--- config.mk ---
export PLATFORM = sky130hd
export DESIGN_NAME = pcs_result_q
export DESIGN_NICKNAME = d
export VERILOG_FILES = /design/src/hw/rtl/pet_coincidence_sorter_assert.svh /design/src/hw/rtl/pcs_pkg.sv /design/src/hw/rtl/pcs_result_q.sv
export SDC_FILE = /design/constraint.sdc
export NUM_CORES = 1
export LEC_CHECK = 0
export ABC_AREA = 1
export ABC_CLOCK_PERIOD_IN_PS = 4000
export BUFFER_PORTS_ARGS = -buffer_cell sky130_fd_sc_hd__buf_2
export CAP_MARGIN = 25
export CELL_PAD_IN_SITES_DETAIL_PLACEMENT = 2
export CELL_PAD_IN_SITES_GLOBAL_PLACEMENT = 2
export CORE_MARGIN = 3
export CORE_UTILIZATION = 39
export DETAILED_ROUTE_END_ITERATION = 10
export GPL_ROUTABILITY_DRIVEN = 0
export PLACE_DENSITY = 0.91
export SLEW_MARGIN = 20
export SYNTH_ARGS = -nofsm -noshare
export SYNTH_HDL_FRONTEND = slang
export SYNTH_SLANG_ARGS = --single-unit
--- constraint.sdc ---
create_clock -name i_clk -period 4 [get_ports i_clk]
set_input_delay 0.6 -clock i_clk [delete_from_list [all_inputs] [get_ports i_clk]]
set_output_delay 0.6 -clock i_clk [all_outputs]
set_load 0.03 [all_outputs]
--- src/hw/rtl/pet_coincidence_sorter_assert.svh ---
// Assertion macros for the coincidence sorter. Each check is clocked by i_clk
// and held off while i_rst_n is low.
`ifndef PET_COINCIDENCE_SORTER_ASSERT_SVH
`define PET_COINCIDENCE_SORTER_ASSERT_SVH
`ifndef SYNTHESIS
`define PCS_ASSERT_IMPLY(lbl, ante, cons) \
    lbl: assert property (@(posedge i_clk) disable iff (!i_rst_n) (ante) |-> (cons)) \
        else $error("coincidence sorter check failed");
`define PCS_ASSERT_NEXT(lbl, ante, cons) \
    lbl: assert property (@(posedge i_clk) disable iff (!i_rst_n) (ante) |=> (cons)) \
        else $error("coincidence sorter check failed");
`else
`define PCS_ASSERT_IMPLY(lbl, ante, cons)
`define PCS_ASSERT_NEXT(lbl, ante, cons)
`endif
`endif

--- src/hw/rtl/pcs_pkg.sv ---
`default_nettype none
package pcs_pkg;

    localparam int STORE_DEPTH_DEF = 8;
    localparam int MAX_RESULTS     = 64;
    localparam int TIME_W          = 48;
    localparam int POS_W           = 20;

    localparam logic [2:0] CFG_WINDOW_WIDTH  = 3'd0;
    localparam logic [2:0] CFG_WINDOW_OFFSET = 3'd1;
    localparam logic [2:0] CFG_POLICY        = 3'd2;
    localparam logic [2:0] CFG_MULTI_WINDOW  = 3'd3;
    localparam logic [2:0] CFG_MIN_TRANS     = 3'd4;
    localparam logic [2:0] CFG_MAX_AXIAL     = 3'd5;
    localparam logic [2:0] CFG_PLANE         = 3'd6;

    localparam logic [2:0] POL_ALL_GOODS     = 3'd1;
    localparam logic [2:0] POL_WINNER_GOODS  = 3'd2;
    localparam logic [2:0] POL_ONLY_ONE_GOOD = 3'd3;
    localparam logic [2:0] POL_WINNER_IF_GOOD = 3'd4;
    localparam logic [2:0] POL_WINNER_ALL_GOOD = 3'd5;

    localparam logic [1:0] PLANE_XY = 2'd0;
    localparam logic [1:0] PLANE_YZ = 2'd1;
    localparam logic [1:0] PLANE_XZ = 2'd2;

    localparam logic KIND_PAIR = 1'b0;
    localparam logic KIND_DROP = 1'b1;

    typedef struct packed {
        logic [47:0]        hit_time;
        logic [31:0]        group_id;
        logic signed [19:0] pos_x;
        logic signed [19:0] pos_y;
        logic signed [19:0] pos_z;
        logic [15:0]        energy;
        logic [31:0]        tag;
    } t_entry;

    typedef struct packed {
        logic        kind;
        logic [31:0] first_tag;
        logic [31:0] second_tag;
    } t_result;

    typedef struct packed {
        logic push;
        logic fin;
    } t_rq_ctrl;

    typedef enum logic [3:0] {
        S_IDLE, S_OPRD, S_SPAN, S_SRD, S_SEV, S_SGD, S_DEC,
        S_ESEL, S_TRD, S_TOUT, S_ADV, S_FIN
    } t_state;

endpackage
`default_nettype wire

--- src/hw/rtl/pcs_result_q.sv ---
`default_nettype none
module pcs_result_q import pcs_pkg::*; (
    input  wire      i_clk,
    input  wire      i_rst_n,
    input  t_rq_ctrl i_ctrl,
    input  t_result  i_data,
    output logic     o_can_push,
    output logic     o_valid,
    input  wire      i_ready,
    output t_result  o_data,
    output logic     o_last
);
    // One result is held back until it is known whether another follows,
    // so that the last one of an item can carry the end mark.
    logic    r_pend_v, n_pend_v, r_out_v, n_out_v, r_out_last, n_out_last;
    t_result r_pend, n_pend, r_out, n_out;
    logic    free;

    assign free = !r_out_v || i_ready;
    assign o_can_push = !r_pend_v || free;

    always_comb begin
        n_pend_v = r_pend_v;
        n_pend = r_pend;
        n_out_v = r_out_v;
        n_out = r_out;
        n_out_last = r_out_last;
        if (r_out_v && i_ready) begin
            n_out_v = 1'b0;
        end
        if (i_ctrl.push) begin
            if (r_pend_v) begin
                n_out = r_pend;
                n_out_last = 1'b0;
                n_out_v = 1'b1;
            end
            n_pend = i_data;
            n_pend_v = 1'b1;
        end else if (i_ctrl.fin && r_pend_v) begin
            n_out = r_pend;
            n_out_last = 1'b1;
            n_out_v = 1'b1;
            n_pend_v = 1'b0;
        end
    end

    always_ff @(posedge i_clk) begin
        if (!i_rst_n) begin
            r_pend_v <= 1'b0;
            r_out_v <= 1'b0;
        end else begin
            r_pend_v <= n_pend_v;
            r_out_v <= n_out_v;
        end
        r_pend <= n_pend;
        r_out <= n_out;
        r_out_last <= n_out_last;
    end

    assign o_valid = r_out_v;
    assign o_data = r_out;
    assign o_last = r_out_last;
endmodule
`default_nettype wire

==> results.cfg <==
[clock_tree]
clock_insertion_delay_worst_skew_ps = 510
cts_buffers = 17
cts.path.max_buffers = 2
cts-root-buf = clkbuf_8
cts_resized = 0
cts_tree = yes
clkTransAtPathRegs_ps = 70
clkSinkCount = 133
count_of_hold_buffers_inserted_by_post_cts_repair = 0
htreeDepth = 4
number_of_buffers_added_for_setup_after_cts = 0

[global_routing]
grt_pass1_vias = 2299
gr-total-overflow = 0
global_route_wire_length_before_repair_mm = 13.4
grt_max_degree = 67
grt_use_total = 0.166
grt_antenna_before_repair = 0

[timing]
totalNegativeSetupSlack_ps = 0
final-max-slew-violation-count = 0
post-route-period-util = 0.484
final_period_minus_worst_setup_slack_ps = 1940
final.setup_skew_ps = 10.3
highest_attainable_clock_frequency_mhz = 516
final.hold.worst_slack_ps = 263
worstMarginPinSlew_ps = 835
rsz0062_at_grt = no
timing_hold_violations_final = 0
slew_headroom = 0.443
setup_violations = 0

[synthesis]
post-synth-top-count-cell = edfxtp_1
syn_avg_cell_area_um2 = 27.9
largest_family_of_logic_cells_by_synthesized_area = buffers and inverters
synth-compound-area-share = 0.00373
synth_top_area_cell = edfxtp_1
post_synth_xor_area_fraction = 0
yosys_warnings = 0
synth_nets = 214
syn-cell-area_um2 = 4020
async_flop_share = 0
number_of_flops_mapped_to_enable_cells_by_yosys = 131
synthCells = 144
synth.top_cells.by_count = edfxtp_1 (131), inv_1 (5), a21oi_1 (2), dfxtp_1 (2), nand2_1 (2)
synth_simple_gate_area_share = 0.00311
yosysSeqAreaShare = 0.988
synth_mux_area_frac = 0
ys_types = 7
cell_types_occupying_the_most_area_after_synthesis = edfxtp_1 (98%), dfxtp_1 (1.0%), inv_1 (0.47%)
synth_largest_type_area_fraction = 0.979
post_synthesis_sequential_element_count = 133
synth_ff_type = edfxtp_1
synthAdderAreaFrac = 0

[layout]
final_layout_size_suffix_gt1_frac = 0.543
finalNetCount = 372
synthToLayoutAreaGrowth_pct = 35.2
n_antenna_cell = 0

[pwr]
comb_power_share = 0.053
irDropWorstVdd_mv = 0.292
switching_share = 0.230
cellPowerDensity_nw_per_um2 = 600
clockPowerShare = 0.435
p_int_uw = 2510
p_leak_uw = 0.00210
net-switching-power_uw = 750
share_seq_of_total_power = 0.512

[worst_setup_path]
worstPathMaxFanout = 35
critical_path.startpoint = r_pend_v
timing.critical_path.cells = o21ai_1 > inv_2 > buf_4
reg2reg_to = o_data[46]
crit_required_ps = 4160
cp-start-kind = flip-flop
cp_data_arrival_time_ps = 2100
worstRegToRegCells = 3
max_stage_delay_ps = 570
register_to_register_setup_slack_ps = 2060
timing.setup.critical_path_class = reg2reg
worst_r2r_startpoint = r_pend_v
timing.critical_path.slowest_stage_cell = inv_2
endpoint_class_of_the_critical_path = flip-flop

[status]
status = complete, no violations

[hold_path]
hold_path_depth = 1
holdPathEnd = r_pend[41]
holdCritStartpoint = i_data[41]
hold_path_class = in2reg

[routing]
via_total_after_detailed_routing = 1958
viasPerCell = 4.37
drt_pre_antenna_iters = 4
drt-initial-drc-count = 76
wirelength_mm = 9.27
detailed_route_wire_length_per_cell_um = 20.7
antenna_violating_nets_post_route = 0
post-route-drc-count = 0

[die]
chipWidth_um = 108
floorplan.core_area_um2 = 9910
rows = 36
number_of_primary_i_o_pins = 138
design.die.area_um2 = 11600
die_h_um = 108
start_util = 0.406

[job]
cap_violations = 0

[placement]
port_buffers = 137
post-dp-hpwl_mm = 6.49
stage by stage:
| step | worst slack, ps | cell area (µm²) | util | cells | power, µW |
|---|---|---|---|---|---|
| after floorplan | 1610 | 4020 | - | 144 | 1770 |
| after global placement | 1820 | 4890 | 0.493 | 416 | 1850 |
| after global routing | 1890 | 5430 | 0.548 | 448 | 3380 |
| after CTS | 2000 | 5430 | 0.548 | 448 | 3300 |
| final | 2060 | 5430 | 0.548 | 448 | 3260 |
| after detailed placement | 1690 | 4890 | 0.493 | 416 | 1880 |
registers in the layout (all words and copies together), names as in the netlist:
signal    count
r_pend       65
o_data       65
o_valid       1
r_pend_v      1
o_last        1
worst max-delay path, delay by kind of cell, from the launching register on:
kind                   cells  cell delay, ps
flip-flops                 1             370
AO/OA/AOI/OAI              1             130
buffers and inverters      2            1070
metal layers:
| metal | up-vias | GRT usage | routed length, µm |
|---|---|---|---|
| met5 | - | 0 | 0 |
| met4 | 0 | 0.0568 | 70 |
| met2 | 85 | 0.314 | 5310 |
| met1 | 970 | 0.164 | 3370 |
| li1 | 895 | - | - |
| met3 | 8 | 0.0636 | 527 |
final cells by class:
cell class / count / area (µm²)
multi-input cells: 6 / 27.5
fillers: 899 / 4480
clock buffers: 17 / 414
inverters: 5 / 18.8
flip-flops and latches: 133 / 3970
repair buffers: 139 / 701
clock inverters: 15 / 133
well taps: 133 / 166
worst max-delay path by stage:
stage | to | slack [ps] | cells past startpoint
after global placement | o_data[10] | 1820 | 4
after floorplan | o_data[0] | 1610 | 2
after global routing | o_data[7] | 1890 | 3
after CTS | o_data[7] | 2000 | 3
final | o_data[46] | 2060 | 3
after detailed placement | o_data[63] | 1690 | 4
layout by cell type, fill, tap and decap left out, drive strengths merged, types with 2 or more instances in the layout:
cell,count
buf,139
edfxtp,131
clkbuf,17
inv,7
clkinvlp,6
clkinv,6
nand2,2
a21oi,2
dfxtp,2
power groups by stage:
| stage | logic (µW) | registers (µW) | clock network, µW |
|---|---|---|---|
| 6_report | 173 | 1670 | 1420 |
| 5_1_grt | 184 | 1680 | 1510 |
| 4_1_cts | 177 | 1680 | 1450 |
| 3_5_place_dp | 176 | 1700 | 0 |
| 3_3_place_gp | 167 | 1690 | 0 |
| 2_1_floorplan | 13.6 | 1760 | 0 |
kinds of logic after synthesis:
| group | after synthesis |
|---|---|
| DFF | 133 |
| buffers and inverters | 5 |
| and+or+nand+nor | 3 |
| AOI/OAI and AO/OA | 3 |
Power figures use the tool's default switching activity.
