### src/hw/rtl/pet_coincidence_sorter_assert.svh
// Assertion macros for the coincidence sorter. Each check is clocked by i_clk
// and held off while i_rst_n is low.
`ifndef PET_COINCIDENCE_SORTER_ASSERT_SVH
`define PET_COINCIDENCE_SORTER_ASSERT_SVH
`ifndef SYNTHESIS
`define PCS_ASSERT_IMPLY(lbl, ante, cons) \
    lbl: assert property (@(posedge i_clk) disable iff (!i_rst_n) (ante) |-> (cons)) \
        else $error("coincidence sorter check failed");
`define PCS_ASSERT_NEXT(lbl, ante, cons) \
    lbl: assert property (@(posedge i_clk) disable iff (!i_rst_n) (ante) |=> (cons)) \
        else $error("coincidence sorter check failed");
`else
`define PCS_ASSERT_IMPLY(lbl, ante, cons)
`define PCS_ASSERT_NEXT(lbl, ante, cons)
`endif
`endif

### src/hw/rtl/pcs_pkg.sv
`default_nettype none
package pcs_pkg;

    localparam int STORE_DEPTH_DEF = 8;
    localparam int MAX_RESULTS     = 64;
    localparam int TIME_W          = 48;
    localparam int POS_W           = 20;

    localparam logic [2:0] CFG_WINDOW_WIDTH  = 3'd0;
    localparam logic [2:0] CFG_WINDOW_OFFSET = 3'd1;
    localparam logic [2:0] CFG_POLICY        = 3'd2;
    localparam logic [2:0] CFG_MULTI_WINDOW  = 3'd3;
    localparam logic [2:0] CFG_MIN_TRANS     = 3'd4;
    localparam logic [2:0] CFG_MAX_AXIAL     = 3'd5;
    localparam logic [2:0] CFG_PLANE         = 3'd6;

    localparam logic [2:0] POL_ALL_GOODS     = 3'd1;
    localparam logic [2:0] POL_WINNER_GOODS  = 3'd2;
    localparam logic [2:0] POL_ONLY_ONE_GOOD = 3'd3;
    localparam logic [2:0] POL_WINNER_IF_GOOD = 3'd4;
    localparam logic [2:0] POL_WINNER_ALL_GOOD = 3'd5;

    localparam logic [1:0] PLANE_XY = 2'd0;
    localparam logic [1:0] PLANE_YZ = 2'd1;
    localparam logic [1:0] PLANE_XZ = 2'd2;

    localparam logic KIND_PAIR = 1'b0;
    localparam logic KIND_DROP = 1'b1;

    typedef struct packed {
        logic [47:0]        hit_time;
        logic [31:0]        group_id;
        logic signed [19:0] pos_x;
        logic signed [19:0] pos_y;
        logic signed [19:0] pos_z;
        logic [15:0]        energy;
        logic [31:0]        tag;
    } t_entry;

    typedef struct packed {
        logic        kind;
        logic [31:0] first_tag;
        logic [31:0] second_tag;
    } t_result;

    typedef struct packed {
        logic push;
        logic fin;
    } t_rq_ctrl;

    typedef enum logic [3:0] {
        S_IDLE, S_OPRD, S_SPAN, S_SRD, S_SEV, S_SGD, S_DEC,
        S_ESEL, S_TRD, S_TOUT, S_ADV, S_FIN
    } t_state;

endpackage
`default_nettype wire

### src/hw/rtl/pcs_geom.sv
`default_nettype none
module pcs_geom import pcs_pkg::*; (
    input  wire               i_clk,
    input  wire               i_en,
    input  wire signed [19:0] i_open_x,
    input  wire signed [19:0] i_open_y,
    input  wire signed [19:0] i_open_z,
    input  wire signed [19:0] i_cand_x,
    input  wire signed [19:0] i_cand_y,
    input  wire signed [19:0] i_cand_z,
    input  wire [1:0]         i_plane,
    input  wire [19:0]        i_max_axial,
    input  wire [19:0]        i_min_trans,
    output logic              o_good
);
    logic signed [20:0] dx, dy, dz, ax, t1, t2;
    logic [20:0] abs_ax;
    logic [40:0] n_sq1, n_sq2;
    logic [40:0] r_sq1, r_sq2;
    logic [20:0] r_abs_ax;
    logic        r_any;
    logic [39:0] r_min_sq;
    logic [41:0] sum;

    always_comb begin
        dx = 21'(i_open_x) - 21'(i_cand_x);
        dy = 21'(i_open_y) - 21'(i_cand_y);
        dz = 21'(i_open_z) - 21'(i_cand_z);
        case (i_plane)
            PLANE_XY: begin ax = dz; t1 = dx; t2 = dy; end
            PLANE_YZ: begin ax = dx; t1 = dy; t2 = dz; end
            PLANE_XZ: begin ax = dy; t1 = dx; t2 = dz; end
            default:  begin ax = dz; t1 = dx; t2 = dy; end
        endcase
        abs_ax = ax[20] ? 21'(-ax) : 21'(ax);
        n_sq1  = 41'(t1 * t1);
        n_sq2  = 41'(t2 * t2);
    end

    always_ff @(posedge i_clk) begin
        r_min_sq <= 40'(i_min_trans) * 40'(i_min_trans);
        if (i_en) begin
            r_sq1    <= n_sq1;
            r_sq2    <= n_sq2;
            r_abs_ax <= abs_ax;
            r_any    <= (i_plane != PLANE_XY) && (i_plane != PLANE_YZ)
                        && (i_plane != PLANE_XZ);
        end
    end

    assign sum = {1'b0, r_sq1} + {1'b0, r_sq2};
    assign o_good = r_any || ((r_abs_ax <= {1'b0, i_max_axial})
                    && (sum >= {2'b00, r_min_sq}));
endmodule
`default_nettype wire

### config.mk
export PLATFORM = sky130hd
export DESIGN_NAME = pcs_geom
export DESIGN_NICKNAME = d
export VERILOG_FILES = /design/src/hw/rtl/pet_coincidence_sorter_assert.svh /design/src/hw/rtl/pcs_pkg.sv /design/src/hw/rtl/pcs_geom.sv
export SDC_FILE = /design/constraint.sdc
export NUM_CORES = 2
export LEC_CHECK = 0
export BUFFER_PORTS_ARGS = -buffer_cell sky130_fd_sc_hd__buf_4
export CAP_MARGIN = 20
export CORE_ASPECT_RATIO = 1.2
export CORE_MARGIN = 2
export CORE_UTILIZATION = 45
export CTS_CLUSTER_DIAMETER = 50
export DETAILED_ROUTE_END_ITERATION = 8
export HOLD_SLACK_MARGIN = 0.12
export SETUP_SLACK_MARGIN = 0.4
export SLEW_MARGIN = 20
export SYNTH_ARGS = -nofsm -noshare
export SYNTH_HDL_FRONTEND = slang
export SYNTH_SLANG_ARGS = --single-unit
### constraint.sdc
create_clock -name i_clk -period 10.17 [get_ports i_clk]
set_input_delay 1.5255 -clock i_clk [delete_from_list [all_inputs] [get_ports i_clk]]
set_output_delay 1.5255 -clock i_clk [all_outputs]
set_load 0.02 [all_outputs]
==> impl_metrics.json <==
{
  "status": "finished with violations",
  "violations": "negative setup slack",
  "place_ws_ns": -0.802,
  "fin_util_pct": 55.3,
  "die_w_um": 313,
  "hold_class": "primary input to register",
  "slew_headroom_pct": 35.4,
  "nets": 8292,
  "grt_pass1_vias": 44300,
  "ys_warn_count": 0,
  "hold_violations": 0,
  "arrival_ns": 10.44,
  "synth_top_area_share_pct": 42.8,
  "final_common_cell": "inv_1",
  "final.period_utilization_pct": 101,
  "cts_buffer_depth": 2,
  "synthTopCellsByArea": "fa_1 43%, ha_1 13%, inv_1 11%",
  "multiInputGateArea_sq_mm": 0.0427,
  "met2_length_mm": 76.0,
  "holdWs_ns": 1.37,
  "ys_async_sr_fraction_pct": 0,
  "ys_seq_elements": 141,
  "period_needed_ns": 10.26,
  "layout.cells.non_filler": 7997,
  "gp_congestion": 0.986,
  "port_buffers": 164,
  "worst_slew_pin_slew_ns": 0.942,
  "wl_met3_mm": 5.75,
  "setup_violations": 7,
  "fillers": 10400,
  "dr.pass1.iters": 6,
  "h-tree-depth": 4,
  "clock-sinks": 141,
  "wl_per_cell_um": 18.3,
  "synth_edf_count": 102,
  "clockRootBuffer": "clkbuf_16",
  "cpMaxStageDelayCell": "fa_2",
  "clk_pin_slew_ns": 0.07,
  "worst_setup_path_start_kind": "primary input",
  "regArea_sq_mm": 0.00384,
  "slew_viol_final": 0,
  "synth_ff_type": "edfxtp_1",
  "cp_max_fo": 6,
  "crit_top_cell": "fa_2",
  "layout_common_cells": "1472 x inv_1, 1063 x fa_1, 917 x buf_4",
  "numCtsBuffers": 17,
  "rsz0062_at_grt": "yes",
  "die_h_um": 374,
  "highest_layer": "met4",
  "drive_above_1_share_pct": 20.5,
  "synth.avg_cell_area_sq_um": 9.17,
  "drc_errors": 0,
  "crit_type": "primary input to register",
  "synth_nets": 7423,
  "antenna_found_initial": 1,
  "min_path_cells": 1,
  "cap_violations": 0,
  "syn_area_sq_mm": 0.0514,
  "fp-row-count": 135,
  "timing.final.ws_setup_ns": -0.0857,
  "ys_types": 86,
  "seq_area_frac_synth_pct": 7.48,
  "placedCellCount": 7884,
  "required_ns": 10.35,
  "core_area_sq_mm": 0.113,
  "grt_max_degree": 77,
  "routed_wl_mm": 146,
  "yosysTopAreaCell": "fa_1",
  "dr_total_vias": 40300,
  "start_util_pct": 45.4,
  "grt_usage_pct": 25.9,
  "synthCells": 5608,
  "fp.dieArea_sq_mm": 0.117,
  "hp-start": "i_min_trans[0]",
  "dp.final_hpwl_mm": 127,
  "worstSetupEndpointType": "register",
  "grt_pass1_wl_mm": 236,
  "io_pins": 165,
  "grt.overflow.total": 0,
  "area_growth_pct": 21.7,
  "n_antenna_cell": 0,
  "tritoncts": "done",
  "max_freq_mhz": 97.5,
  "wl_met1_mm": 56.8,
  "drtIter0Drc": 2017,
  "max_stage_delay_ns": 0.62,
  "vias_per_cell": 5.04,
  "ant_nets": 0,
  "worst_hold_path.endpoint": "r_min_sq[0]"
}
## worst max path at each step
stage	slack (ns)	startpoint	depth (start not counted)	to
floorplan	-0.25	i_open_y[0]	37	r_sq1[39]
global placement	-0.64	i_open_y[0]	39	r_sq1[39]
detailed placement	-0.80	i_open_y[0]	38	r_sq2[39]
CTS	-0.04	i_open_y[0]	41	r_sq2[39]
global route	-0.33	i_open_y[0]	42	r_sq2[40]
finish	-0.09	i_open_y[0]	40	r_sq2[39]
## cell type report
| cell class | instances | share of cell area, % |
|---|---|---|
| clock buffers | 17 | 0.680 |
| clock inverters | 15 | 0.238 |
| inverters | 1530 | 9.28 |
| multi-input cells | 3810 | 68.3 |
| flip-flops and latches | 141 | 6.14 |
| well taps | 1507 | 3.01 |
| repair buffers | 975 | 12.4 |
| repair inverters | 2 | 0.0260 |
## synthesized netlist by cell type, types with 9 or more instances
cell type	count
o211ai_1	12
xor2_1	65
dfxtp_1	39
nand2b_1	32
xnor2_1	172
nand2_1	433
ha_1	551
a31o_2	14
a21boi_0	9
o21ai_0	113
a21o_1	126
and2_1	103
buf_1	11
edfxtp_1	102
nand3_1	31
mux2i_1	18
o21bai_1	30
nor3_1	43
o31ai_1	15
and3_1	23
a21oi_1	190
a31oi_1	24
nor2b_1	38
clkbuf_1	110
inv_1	1522
a211oi_1	21
nand4_1	26
or2_2	13
a221oi_1	14
fa_1	1100
o21a_1	49
nor2_1	390
## sequential cells by signal, summed over array words and instances, names as in the netlist
signal / flops
r_sq1: 40
r_sq2: 40
r_min_sq: 39
r_abs_ax: 21
r_any: 1
## metal layers
metal	vias to the layer above	track usage (%)
met1	20100	30.7
met5	-	0
li1	18900	-
met3	307	2.60
met4	0	11.2
met2	1000	47.3
## cells by family after synthesis
logic type	Yosys count	synth area share (%)
buffers and inverters	1657	12.1
flip-flops	141	7.48
adder cells (fa/ha/maj)	1651	56.2
AO/OA/AOI/OAI	707	9.12
XOR/XNOR	237	4.04
multiplexers	27	0.555
AND/OR/NAND/NOR	1188	10.4
## worst max-delay path, delay by kind of cell
| family | cells | cell delay [ns] |
|---|---|---|
| compound gates | 13 | 2.86 |
| mux | 1 | 0.36 |
| fa+ha+maj | 10 | 4.13 |
| xor+xnor | 1 | 0.08 |
| buf+inv | 12 | 1.12 |
| simple gates | 3 | 0.32 |
## per-stage QoR
stage	TNS [ns]	cell area, sq um
5_1_grt	-3.60	62600
3_5_place_dp	-16.77	60000
3_3_place_gp	-11.66	60000
2_1_floorplan	-0.581	51700
4_1_cts	-0.0552	61600
6_report	-0.272	62600
## timing repair
item                                    in CTS  in global routing
gates resized for setup                    163                167
pin swaps                                   89                 72
endpoints found under the setup margin      38                 45
hold buffers                                 0                  0
gates cloned                                 3                  0
buffers inserted                            47                 31
hold endpoints to repair                     0                  0
Power is left out: the tool's default activity adds up to more than one toggle a clock period on the data nets, which glitch-free logic cannot reach.
