**config.mk**
```make
export PLATFORM = sky130hd
export DESIGN_NAME = pcs_store
export DESIGN_NICKNAME = d
export VERILOG_FILES = /design/src/hw/rtl/pet_coincidence_sorter_assert.svh /design/src/hw/rtl/pcs_pkg.sv /design/src/hw/rtl/pcs_store.sv
export SDC_FILE = /design/constraint.sdc
export NUM_CORES = 1
export LEC_CHECK = 0
export BUFFER_PORTS_ARGS = -buffer_cell sky130_fd_sc_hd__buf_2
export CAP_MARGIN = 30
export CORE_ASPECT_RATIO = 0.6
export CORE_MARGIN = 3
export CORE_UTILIZATION = 30
export DETAILED_ROUTE_END_ITERATION = 16
export GPL_ROUTABILITY_DRIVEN = 0
export HOLD_SLACK_MARGIN = 0.02
export PLACE_DENSITY = 0.44
export SETUP_SLACK_MARGIN = 0.02
export SLEW_MARGIN = 20
export SYNTH_ARGS = -nofsm -noshare
export SYNTH_HDL_FRONTEND = slang
export SYNTH_SLANG_ARGS = --single-unit
```
**constraint.sdc**
```tcl
create_clock -name i_clk -period 41.2 [get_ports i_clk]
set_clock_uncertainty 0.1 [all_clocks]
set_input_delay 4.12 -clock i_clk [delete_from_list [all_inputs] [get_ports i_clk]]
set_output_delay 4.12 -clock i_clk [all_outputs]
set_load 0.005 [all_outputs]
```
**src/hw/rtl/pet_coincidence_sorter_assert.svh**
```systemverilog
// Assertion macros for the coincidence sorter. Each check is clocked by i_clk
// and held off while i_rst_n is low.
`ifndef PET_COINCIDENCE_SORTER_ASSERT_SVH
`define PET_COINCIDENCE_SORTER_ASSERT_SVH
`ifndef SYNTHESIS
`define PCS_ASSERT_IMPLY(lbl, ante, cons) \
    lbl: assert property (@(posedge i_clk) disable iff (!i_rst_n) (ante) |-> (cons)) \
        else $error("coincidence sorter check failed");
`define PCS_ASSERT_NEXT(lbl, ante, cons) \
    lbl: assert property (@(posedge i_clk) disable iff (!i_rst_n) (ante) |=> (cons)) \
        else $error("coincidence sorter check failed");
`else
`define PCS_ASSERT_IMPLY(lbl, ante, cons)
`define PCS_ASSERT_NEXT(lbl, ante, cons)
`endif
`endif

```
**src/hw/rtl/pcs_pkg.sv**
```systemverilog
`default_nettype none
package pcs_pkg;

    localparam int STORE_DEPTH_DEF = 8;
    localparam int MAX_RESULTS     = 64;
    localparam int TIME_W          = 48;
    localparam int POS_W           = 20;

    localparam logic [2:0] CFG_WINDOW_WIDTH  = 3'd0;
    localparam logic [2:0] CFG_WINDOW_OFFSET = 3'd1;
    localparam logic [2:0] CFG_POLICY        = 3'd2;
    localparam logic [2:0] CFG_MULTI_WINDOW  = 3'd3;
    localparam logic [2:0] CFG_MIN_TRANS     = 3'd4;
    localparam logic [2:0] CFG_MAX_AXIAL     = 3'd5;
    localparam logic [2:0] CFG_PLANE         = 3'd6;

    localparam logic [2:0] POL_ALL_GOODS     = 3'd1;
    localparam logic [2:0] POL_WINNER_GOODS  = 3'd2;
    localparam logic [2:0] POL_ONLY_ONE_GOOD = 3'd3;
    localparam logic [2:0] POL_WINNER_IF_GOOD = 3'd4;
    localparam logic [2:0] POL_WINNER_ALL_GOOD = 3'd5;

    localparam logic [1:0] PLANE_XY = 2'd0;
    localparam logic [1:0] PLANE_YZ = 2'd1;
    localparam logic [1:0] PLANE_XZ = 2'd2;

    localparam logic KIND_PAIR = 1'b0;
    localparam logic KIND_DROP = 1'b1;

    typedef struct packed {
        logic [47:0]        hit_time;
        logic [31:0]        group_id;
        logic signed [19:0] pos_x;
        logic signed [19:0] pos_y;
        logic signed [19:0] pos_z;
        logic [15:0]        energy;
        logic [31:0]        tag;
    } t_entry;

    typedef struct packed {
        logic        kind;
        logic [31:0] first_tag;
        logic [31:0] second_tag;
    } t_result;

    typedef struct packed {
        logic push;
        logic fin;
    } t_rq_ctrl;

    typedef enum logic [3:0] {
        S_IDLE, S_OPRD, S_SPAN, S_SRD, S_SEV, S_SGD, S_DEC,
        S_ESEL, S_TRD, S_TOUT, S_ADV, S_FIN
    } t_state;

endpackage
`default_nettype wire

```
**src/hw/rtl/pcs_store.sv**
```systemverilog
`default_nettype none
module pcs_store import pcs_pkg::*; #(
    parameter int STORE_DEPTH = STORE_DEPTH_DEF
) (
    input  wire                           i_clk,
    input  wire                           i_wr_en,
    input  wire [$clog2(STORE_DEPTH)-1:0] i_wr_addr,
    input  t_entry                        i_wr_data,
    input  wire                           i_rd_en,
    input  wire [$clog2(STORE_DEPTH)-1:0] i_rd_addr,
    output t_entry                        o_rd_data
);
    t_entry mem [STORE_DEPTH];
    t_entry r_rd_data;

    // Single write port, single registered read port.
    always_ff @(posedge i_clk) begin
        if (i_wr_en) begin
            mem[i_wr_addr] <= i_wr_data;
        end
        if (i_rd_en) begin
            r_rd_data <= mem[i_rd_addr];
        end
    end

    assign o_rd_data = r_rd_data;
endmodule
`default_nettype wire

```
==> flow_summary.yaml, run 1 <==
run_status:
  outcome: "completed"
final_layout:
  mostFrequentLayoutCell: "edfxtp_1"
  post-route-util_pct: 35.7
  drive_gt1_share_pct: 41.1
  regArea_um2: 50800
  layout_common_cells: "1692 x edfxtp_1, 380 x buf_2, 376 x mux4_2"
  finalNetCount: 3086
  area_growth_pct: 17.3
  fill_cells: 18500
  layout.cells.non_filler: 5755
  multi_input_area_um2: 10700
detailed_routing:
  drtIter0Drc: 1891
  vias: 26800
  routedWlPerCell_um: 25.5
  firstDrtPassIters: 5
  drc: 0
  routed_wl_mm: 147
  via_per_inst: 4.66
  highest_layer: "met5"
  wl_met3_mm: 7.71
  drtAntennaViolNets: 0
  drt-met1-wl_mm: 63.3
  wl_met2_mm: 72.6
clock_network:
  h-tree-depth: 4
  clk_pin_slew_ps: 60
  cts_setup_buffers: 0
  max-clock-path-buffers: 4
  clock_latency_ps: 790
  cts_tree: "done"
  clock-sinks: 1692
  cts_buffers: 173
  root_buffer: "clkbuf_16"
  cts_resized: 0
  holdBufCountCts: 0
flow_run:
  maxCapViolations: 0
timing:
  rsz0062_at_grt: "false"
  relSlewSlack_pct: 32.0
  finalCriticalPeriod_ps: 7510
  hold_viol_final: 0
  fin_setup_tns_ps: 0
  period_share_pct: 18.2
  finalMaxSlewViolations: 0
  fin_ws_ps: 33690
  max_freq_mhz: 133
  worstMarginPinSlew_ps: 1020
  finalSetupViolCount: 0
setup_path:
  required_ps: 41630
  startpoint: "i_rd_addr[2]"
  start_kind: "primary input"
  critPathArrivalTime_ps: 7940
  r2r-start: "mem[7][110]$_DFFE_PP_"
  cp-end-kind: "flop"
  crit_fanout: 86
  path_class: "primary input to flop"
power:
  ir_worst_vdd_mv: 0.0259
  leakagePower_nw: 23.1
  p_seq_share_pct: 54.4
  combinationalPowerShare_pct: 5.1
  p_switching_uw: 754
  p_clk_share_pct: 40.5
  internal-power_mw: 2.89
  power_density_nw_per_um2: 50.0
  sw_frac_of_total_pct: 20.7
floorplanning:
  die-area_um2: 213000
  die_w_um: 594
  ioPinCount: 385
  rows: 128
  initial_core_util_pct: 30.4
  fp.coreArea_um2: 205000
  dieHeight_um: 359
place:
  dp.cells: 5437
  port-buffer-count: 384
  pre_cts_slack_ps: 32390
  dp_hpwl_mm: 76.8
hold_path:
  worstHoldPathType: "flop to flop"
  hold_path_startpoint: "mem[4][44]$_DFFE_PP_"
logic_synthesis:
  ys_warn_count: 0
  synthAdderAreaFrac_pct: 0
  synth_seq_cells: 1692
  synth_xor_area_share_pct: 0
  yosys-mux-area-fraction_pct: 17.0
  synth_area_per_cell_um2: 26.2
  synth-compound-area-share_pct: 0
  netlist_instances: 2374
  synth_cell_types: 11
  synth_top_family_by_area: "multiplexers"
  synth_fp_nets: 2571
  syn_area_um2: 62200
  synthSimpleGateAreaFrac_pct: 0.0946
  yosysSeqAreaShare_pct: 81.7
grt:
  antenna_found_initial: 46
  grt_pass1_wl_mm: 210
  grt_max_degree: 99
  first_global_vias: 29100
  grt_overflow: 0
  grt_usage_pct: 13.6
## final timing paths
check                                                end  slack (ps)  cells past startpoint
worst max-delay path            o_rd_data[146]$_DFFE_PP_       33690                      7
worst min-delay path             o_rd_data[44]$_DFFE_PP_         640                      2
worst max register to register  o_rd_data[110]$_DFFE_PP_       39680                      2
worst min register to register   o_rd_data[44]$_DFFE_PP_         640                      2
## registers in the layout (all words and copies together), names as in the netlist
register / cells
mem: 1504
o_rd_data: 188
## Yosys cell counts
library cell,number,area share (%)
buf_1,20,0.12
buf_2,24,0.19
buf_6,38,0.69
clkbuf_1,23,0.14
edfxtp_1,1692,82
mux2_2,188,3.4
mux4_2,376,14
nand2_1,2,0.012
nand2b_1,3,0.030
nor2_1,6,0.036
nor3_1,2,0.016
## critical path, cell delays in order
cell    delay [ps]
buf_8          570
buf_4          780
buf_4          840
buf_4          430
buf_16         300
mux4_2         360
mux2_2         270
## cell type report
cell class / count / share of cell area, %
repair buffers: 445 / 3.77
multi-input cells: 577 / 14.7
well taps: 2730 / 4.68
clock buffers: 214 / 6.21
diodes: 11 / 0.0377
flip-flops and latches: 1692 / 69.7
clock inverters: 86 / 0.947
## per-layer routing
metal | vias to the layer above | GRT usage (%)
met5 | - | 0
met2 | 599 | 23.0
met1 | 14700 | 17.8
met3 | 227 | 3.33
li1 | 11300 | -
met4 | 18 | 3.10
## power by group through the flow
stage          sequential (mW)  combinational [mW]  clock [mW]
6_report                  1.98               0.185        1.48
4_1_cts                   1.99               0.191        1.54
2_1_floorplan             2.03               0.102           0
3_5_place_dp              2.02               0.190           0
3_3_place_gp              2.02               0.184           0
5_1_grt                   1.99               0.202        1.61
## metrics by stage
stage               total power, mW  instance area, um^2  hold slack (ps)
floorplan                      2.13                62200              632
global placement               2.20                67300              636
detailed placement             2.21                67500              643
CTS                            3.71                72700              648
global route                   3.80                72900              666
finish                         3.65                72900              639
## kinds of logic after synthesis
logic type | count (synthesis)
buffers and inverters | 105
flip-flops | 1692
multiplexers | 564
AND/OR/NAND/NOR | 13
(Power assumes the default switching activity.)
==> inputs of run 2 (changes only) <==
--- a/config.mk
+++ b/config.mk
@@ -13,7 +13,7 @@
 export DETAILED_ROUTE_END_ITERATION = 16
 export GPL_ROUTABILITY_DRIVEN = 0
 export HOLD_SLACK_MARGIN = 0.02
-export PLACE_DENSITY = 0.44
+export PLACE_DENSITY = 0.46
 export SETUP_SLACK_MARGIN = 0.02
 export SLEW_MARGIN = 20
 export SYNTH_ARGS = -nofsm -noshare
==> constraint.sdc (replaced) <==
create_clock -name i_clk -period 6.2 [get_ports i_clk]
set_clock_uncertainty 0.1 [all_clocks]
set_input_delay 0.62 -clock i_clk [delete_from_list [all_inputs] [get_ports i_clk]]
set_output_delay 0.62 -clock i_clk [all_outputs]
set_load 0.005 [all_outputs]
==> flow_summary.yaml, run 2 (synthesis gave the netlist of run 1 again) <==
final_layout:
  area_growth_pct: 20.6
  largest_register: "mem"
  drive_gt1_share_pct: 38.7
  layout_common_cells: "1692 x edfxtp_1, 380 x buf_2, 376 x mux4_2"
  largest_reg_flops: 1504
  post-route-util_pct: 36.7
  finalNetCount: 3260
  regArea_um2: 50800
  multi_input_area_um2: 10700
  fill_cells: 18400
  layout.cells.non_filler: 5934
  mostFrequentLayoutCell: "edfxtp_1"
detailed_routing:
  drc: 0
  via_per_inst: 4.63
  routedWlPerCell_um: 25.0
  firstDrtPassIters: 5
  drtAntennaViolNets: 0
  vias: 27400
  routed_wl_mm: 149
  drtIter0Drc: 2087
floorplanning:
  ioPinCount: 385
  dieHeight_um: 359
  rows: 128
  die-area_um2: 213000
  initial_core_util_pct: 30.4
  die_w_um: 594
  fp.coreArea_um2: 205000
clock_network:
  max-clock-path-buffers: 4
  clock_latency_ps: 810
  cts_setup_buffers: 0
  h-tree-depth: 4
  root_buffer: "clkbuf_16"
  clock-sinks: 1692
  cts_tree: "done"
  clk_pin_slew_ps: 60
  cts_buffers: 173
place:
  port-buffer-count: 384
  pre_cts_slack_ps: 2840
  dp_hpwl_mm: 75.3
  dp.cells: 5429
timing:
  rsz0062_at_grt: "false"
  period_share_pct: 39.4
  max_freq_mhz: 409
  worstMarginPinSlew_ps: 992
  finalMaxSlewViolations: 0
  fin_setup_tns_ps: 0
  finalCriticalPeriod_ps: 2440
  finalSetupViolCount: 0
  relSlewSlack_pct: 33.9
  fin_ws_ps: 3760
  hold_viol_final: 0
hold_path:
  worstHoldPathType: "primary input to flop"
  min_path_cells: 1
grt:
  grt_usage_pct: 13.8
  antenna_found_initial: 24
  grt_overflow: 0
  grt_max_degree: 111
  first_global_vias: 29900
  grt_pass1_wl_mm: 214
setup_path:
  critPathArrivalTime_ps: 2890
  slowest_stage: "buf_8"
  r2r_setup_slack_ps: 4660
  rr_worst_depth: 2
  cp-end-kind: "flop"
  path_class: "primary input to flop"
  crit_fanout: 69
  crit_chain: "buf_8 > buf_12 > mux4_2 > mux2_2"
  start_kind: "primary input"
  required_ps: 6650
  max_stage_delay_ps: 620
power:
  leakagePower_nw: 23.9
  p_total_mw: 24.6
  ir_worst_vdd_mv: 0.174
  power_density_nw_per_um2: 328
run_status:
  outcome: "completed"
flow_run:
  maxCapViolations: 0
## run 2: cell count changes in the layout (fill, tap and decap cells not counted), sizes merged
cell / change
clkinv: +5
clkinvlp: +2
diode: +2
inv: -2
dlygate4sd3: +188
bufinv: +5
clkbuf: -7
buf: -14
## run 2: worst max-delay path: cells and delay by family
family | cells | cell delay (ps)
buf+inv | 2 | 1120
mux | 2 | 870
## run 2: worst paths after layout
path,startpoint,end
max reg2reg,mem[5][53]$_DFFE_PP_,o_rd_data[53]$_DFFE_PP_
min reg2reg,mem[7][65]$_DFFE_PP_,o_rd_data[65]$_DFFE_PP_
max,i_rd_addr[0],o_rd_data[165]$_DFFE_PP_
min,i_rd_en,o_rd_data[171]$_DFFE_PP_
## run 2: metrics by stage
stage               hold slack, ps  instance area [um^2]
floorplan                      619                 62200
global placement               635                 67600
detailed placement             644                 67700
CTS                            127                 74900
global route                   149                 75000
finish                         148                 75000
## run 2: power breakdown
part           total [mW]  internal, mW  switching (mW)  leakage (nW)
Sequential           13.2          13.1           0.126          15.5
Clock                10.0          5.78            4.27          2.60
Combinational        1.34         0.638           0.700          5.83
Total                24.6          19.5            5.10          23.9
## run 2: repair_timing
item	4_1_cts	5_1_grt
endpoints found under the hold margin	1504	0
hold buffers	188	0
resized for setup	0	0
setup endpoints to repair	0	0
## run 2: per-layer routing
metal | GRT usage, % | up-vias | part of all wire [%]
met1 | 18.0 | 15000 | 43
met2 | 23.7 | 568 | 50
met5 | 0 | - | 0.057
li1 | - | 11700 | -
met4 | 3.63 | 14 | 2.3
met3 | 2.88 | 254 | 4.6
## run 2: area by class of cell
| type | instances | area share, % |
|---|---|---|
| diodes | 13 | 0.0434 |
| clock buffers | 207 | 5.97 |
| clock inverters | 96 | 1.23 |
| multi-input cells | 577 | 14.3 |
| flip-flops and latches | 1692 | 67.7 |
| well taps | 2730 | 4.55 |
| repair buffers | 619 | 6.17 |
==> inputs of run 3 (changes only) <==
--- a/config.mk
+++ b/config.mk
@@ -13,7 +13,7 @@
 export DETAILED_ROUTE_END_ITERATION = 16
 export GPL_ROUTABILITY_DRIVEN = 0
 export HOLD_SLACK_MARGIN = 0.02
-export PLACE_DENSITY = 0.46
+export PLACE_DENSITY = 0.44
 export SETUP_SLACK_MARGIN = 0.02
 export SLEW_MARGIN = 20
 export SYNTH_ARGS = -nofsm -noshare
==> constraint.sdc (replaced) <==
create_clock -name i_clk -period 2.25 [get_ports i_clk]
set_clock_uncertainty 0.1 [all_clocks]
set_input_delay 0.225 -clock i_clk [delete_from_list [all_inputs] [get_ports i_clk]]
set_output_delay 0.225 -clock i_clk [all_outputs]
set_load 0.005 [all_outputs]
==> flow_summary.yaml, run 3 (synthesis gave the netlist of run 1 again) <==
floorplanning:
  fp.coreArea_um2: 205000
  die_w_um: 594
  dieHeight_um: 359
  rows: 128
  initial_core_util_pct: 30.4
  ioPinCount: 385
  die-area_um2: 213000
setup_path:
  rr_worst_depth: 2
  crit_fanout: 27
  critical-path-top-delay-family: "buffers and inverters"
  max_stage_delay_ps: 680
  critPathArrivalTime_ps: 2570
  critPathBufInv: 5
  required_ps: 2600
  start_kind: "primary input"
  cp-end-kind: "flop"
  crit_chain: "dlygate4sd3_1 > buf_2 > nand2b_4 > nor3_4 > dlygate4sd3_1 > buf_12 > buf_16"
  crit_cells: 7
  slowest_stage: "dlygate4sd3_1"
  cpMostUsedCell: "dlygate4sd3_1"
  path_class: "primary input to flop"
detailed_routing:
  firstDrtPassIters: 5
  drc: 0
  vias: 28200
  drtAntennaViolNets: 0
  routedWlPerCell_um: 25.3
  routed_wl_mm: 155
  drtIter0Drc: 2199
  via_per_inst: 4.61
timing:
  finalMaxSlewViolations: 0
  max_freq_mhz: 450
  rsz0062_at_grt: "false"
  finalCriticalPeriod_ps: 2220
  period_share_pct: 98.7
  worstMarginPinSlew_ps: 425
  relSlewSlack_pct: 71.7
  hold_viol_final: 0
  finalSetupViolCount: 0
  worst_hold_slack_ps: 119
flow_run:
  maxCapViolations: 0
clock_network:
  clk_pin_slew_ps: 60
  clock_latency_ps: 810
  cts_buffers: 171
  max-clock-path-buffers: 4
  cts_setup_buffers: 0
  clock-sinks: 1692
  cts_tree: "done"
  root_buffer: "clkbuf_16"
  h-tree-depth: 4
final_layout:
  finalNetCount: 3445
  largest_register: "mem"
  final_cell_area_um2: 76900
  layout.cells.non_filler: 6116
  drive_gt1_share_pct: 41.8
  area_growth_pct: 23.7
  layout_common_cells: "1692 x edfxtp_1, 380 x buf_2, 376 x mux4_2"
  regArea_um2: 50800
  multi_input_area_um2: 10800
  post-route-util_pct: 37.6
  mostFrequentLayoutCell: "edfxtp_1"
  fill_cells: 18200
  largest_reg_flops: 1504
run_status:
  outcome: "completed"
hold_path:
  min_path_cells: 4
  worstHoldPathType: "primary input to flop"
grt:
  first_global_vias: 30900
  grt_pass1_wl_mm: 223
  grt_max_degree: 58
  grt_usage_pct: 14.4
  grt_overflow: 0
  antenna_found_initial: 22
power:
  leakagePower_nw: 25.1
  ir_worst_vdd_mv: 0.548
  power_density_nw_per_um2: 880
  p_total_mw: 67.7
place:
  dp_hpwl_mm: 97.3
  dp.cells: 5607
  dpl_cell_area_um2: 69700
  port-buffer-count: 384
## run 3: cell types whose count changed in the layout (fill, tap and decap cells not counted), moves of 3 or more
cell,delta
nand2b_4,+3
buf_16,-3
clkinvlp_4,-7
dlygate4sd3_1,+10
clkinv_2,+4
buf_12,+54
inv_6,+6
buf_4,+126
nand2b_1,-3
clkinv_8,-3
## run 3: metal layers
metal  GRT usage (%)  wire (um)  vias up
li1                -          -    12000
met1            20.0      69900    15300
met2            23.4      74000      634
met3            3.17       7500      206
met4            3.26       3110       12
met5               0         86        -
## run 3: path summary, 6_finish.rpt
check                                 end  slack (ps)                  from
setup / recovery    mem[0][164]$_DFFE_PP_          30          i_wr_addr[2]
hold / removal     o_rd_data[0]$_DFFE_PP_         120          i_rd_addr[0]
setup reg to reg  o_rd_data[57]$_DFFE_PP_         650  mem[7][57]$_DFFE_PP_
hold reg to reg    o_rd_data[6]$_DFFE_PP_         630   mem[5][6]$_DFFE_PP_
## run 3: per-stage QoR
stage               setup WS, ps   TNS, ps
floorplan                  -3200  -2803470
global placement             153         0
detailed placement           128         0
CTS                         89.8         0
global route                29.6         0
finish                      28.2         0
## run 3: final cells by class
cell class / count / share of cell area, %
diodes: 12 / 0.0390
clock buffers: 207 / 5.77
clock inverters: 92 / 1.05
multi-input cells: 577 / 14.0
flip-flops and latches: 1692 / 66.1
well taps: 2730 / 4.44
repair buffers: 806 / 8.67
## run 3: worst reg2reg max path, cell delays in order, from the launching register on
cell	delay [ps]
edfxtp_1	370
mux4_2	480
mux2_2	360
## run 3: repair_timing
action	CTS	global route
endpoints found under the hold margin	1787	0
setup endpoints to repair	0	2
hold buffers	198	0
gates resized for setup	0	1
## run 3: report_power, final
| part | leakage (nW) | total (mW) | internal (mW) | switching (mW) |
|---|---|---|---|---|
| clock network | 2.57 | 27.2 | 15.5 | 11.7 |
| registers | 15.5 | 36.4 | 36.0 | 0.349 |
| logic | 7.00 | 4.06 | 2.00 | 2.06 |
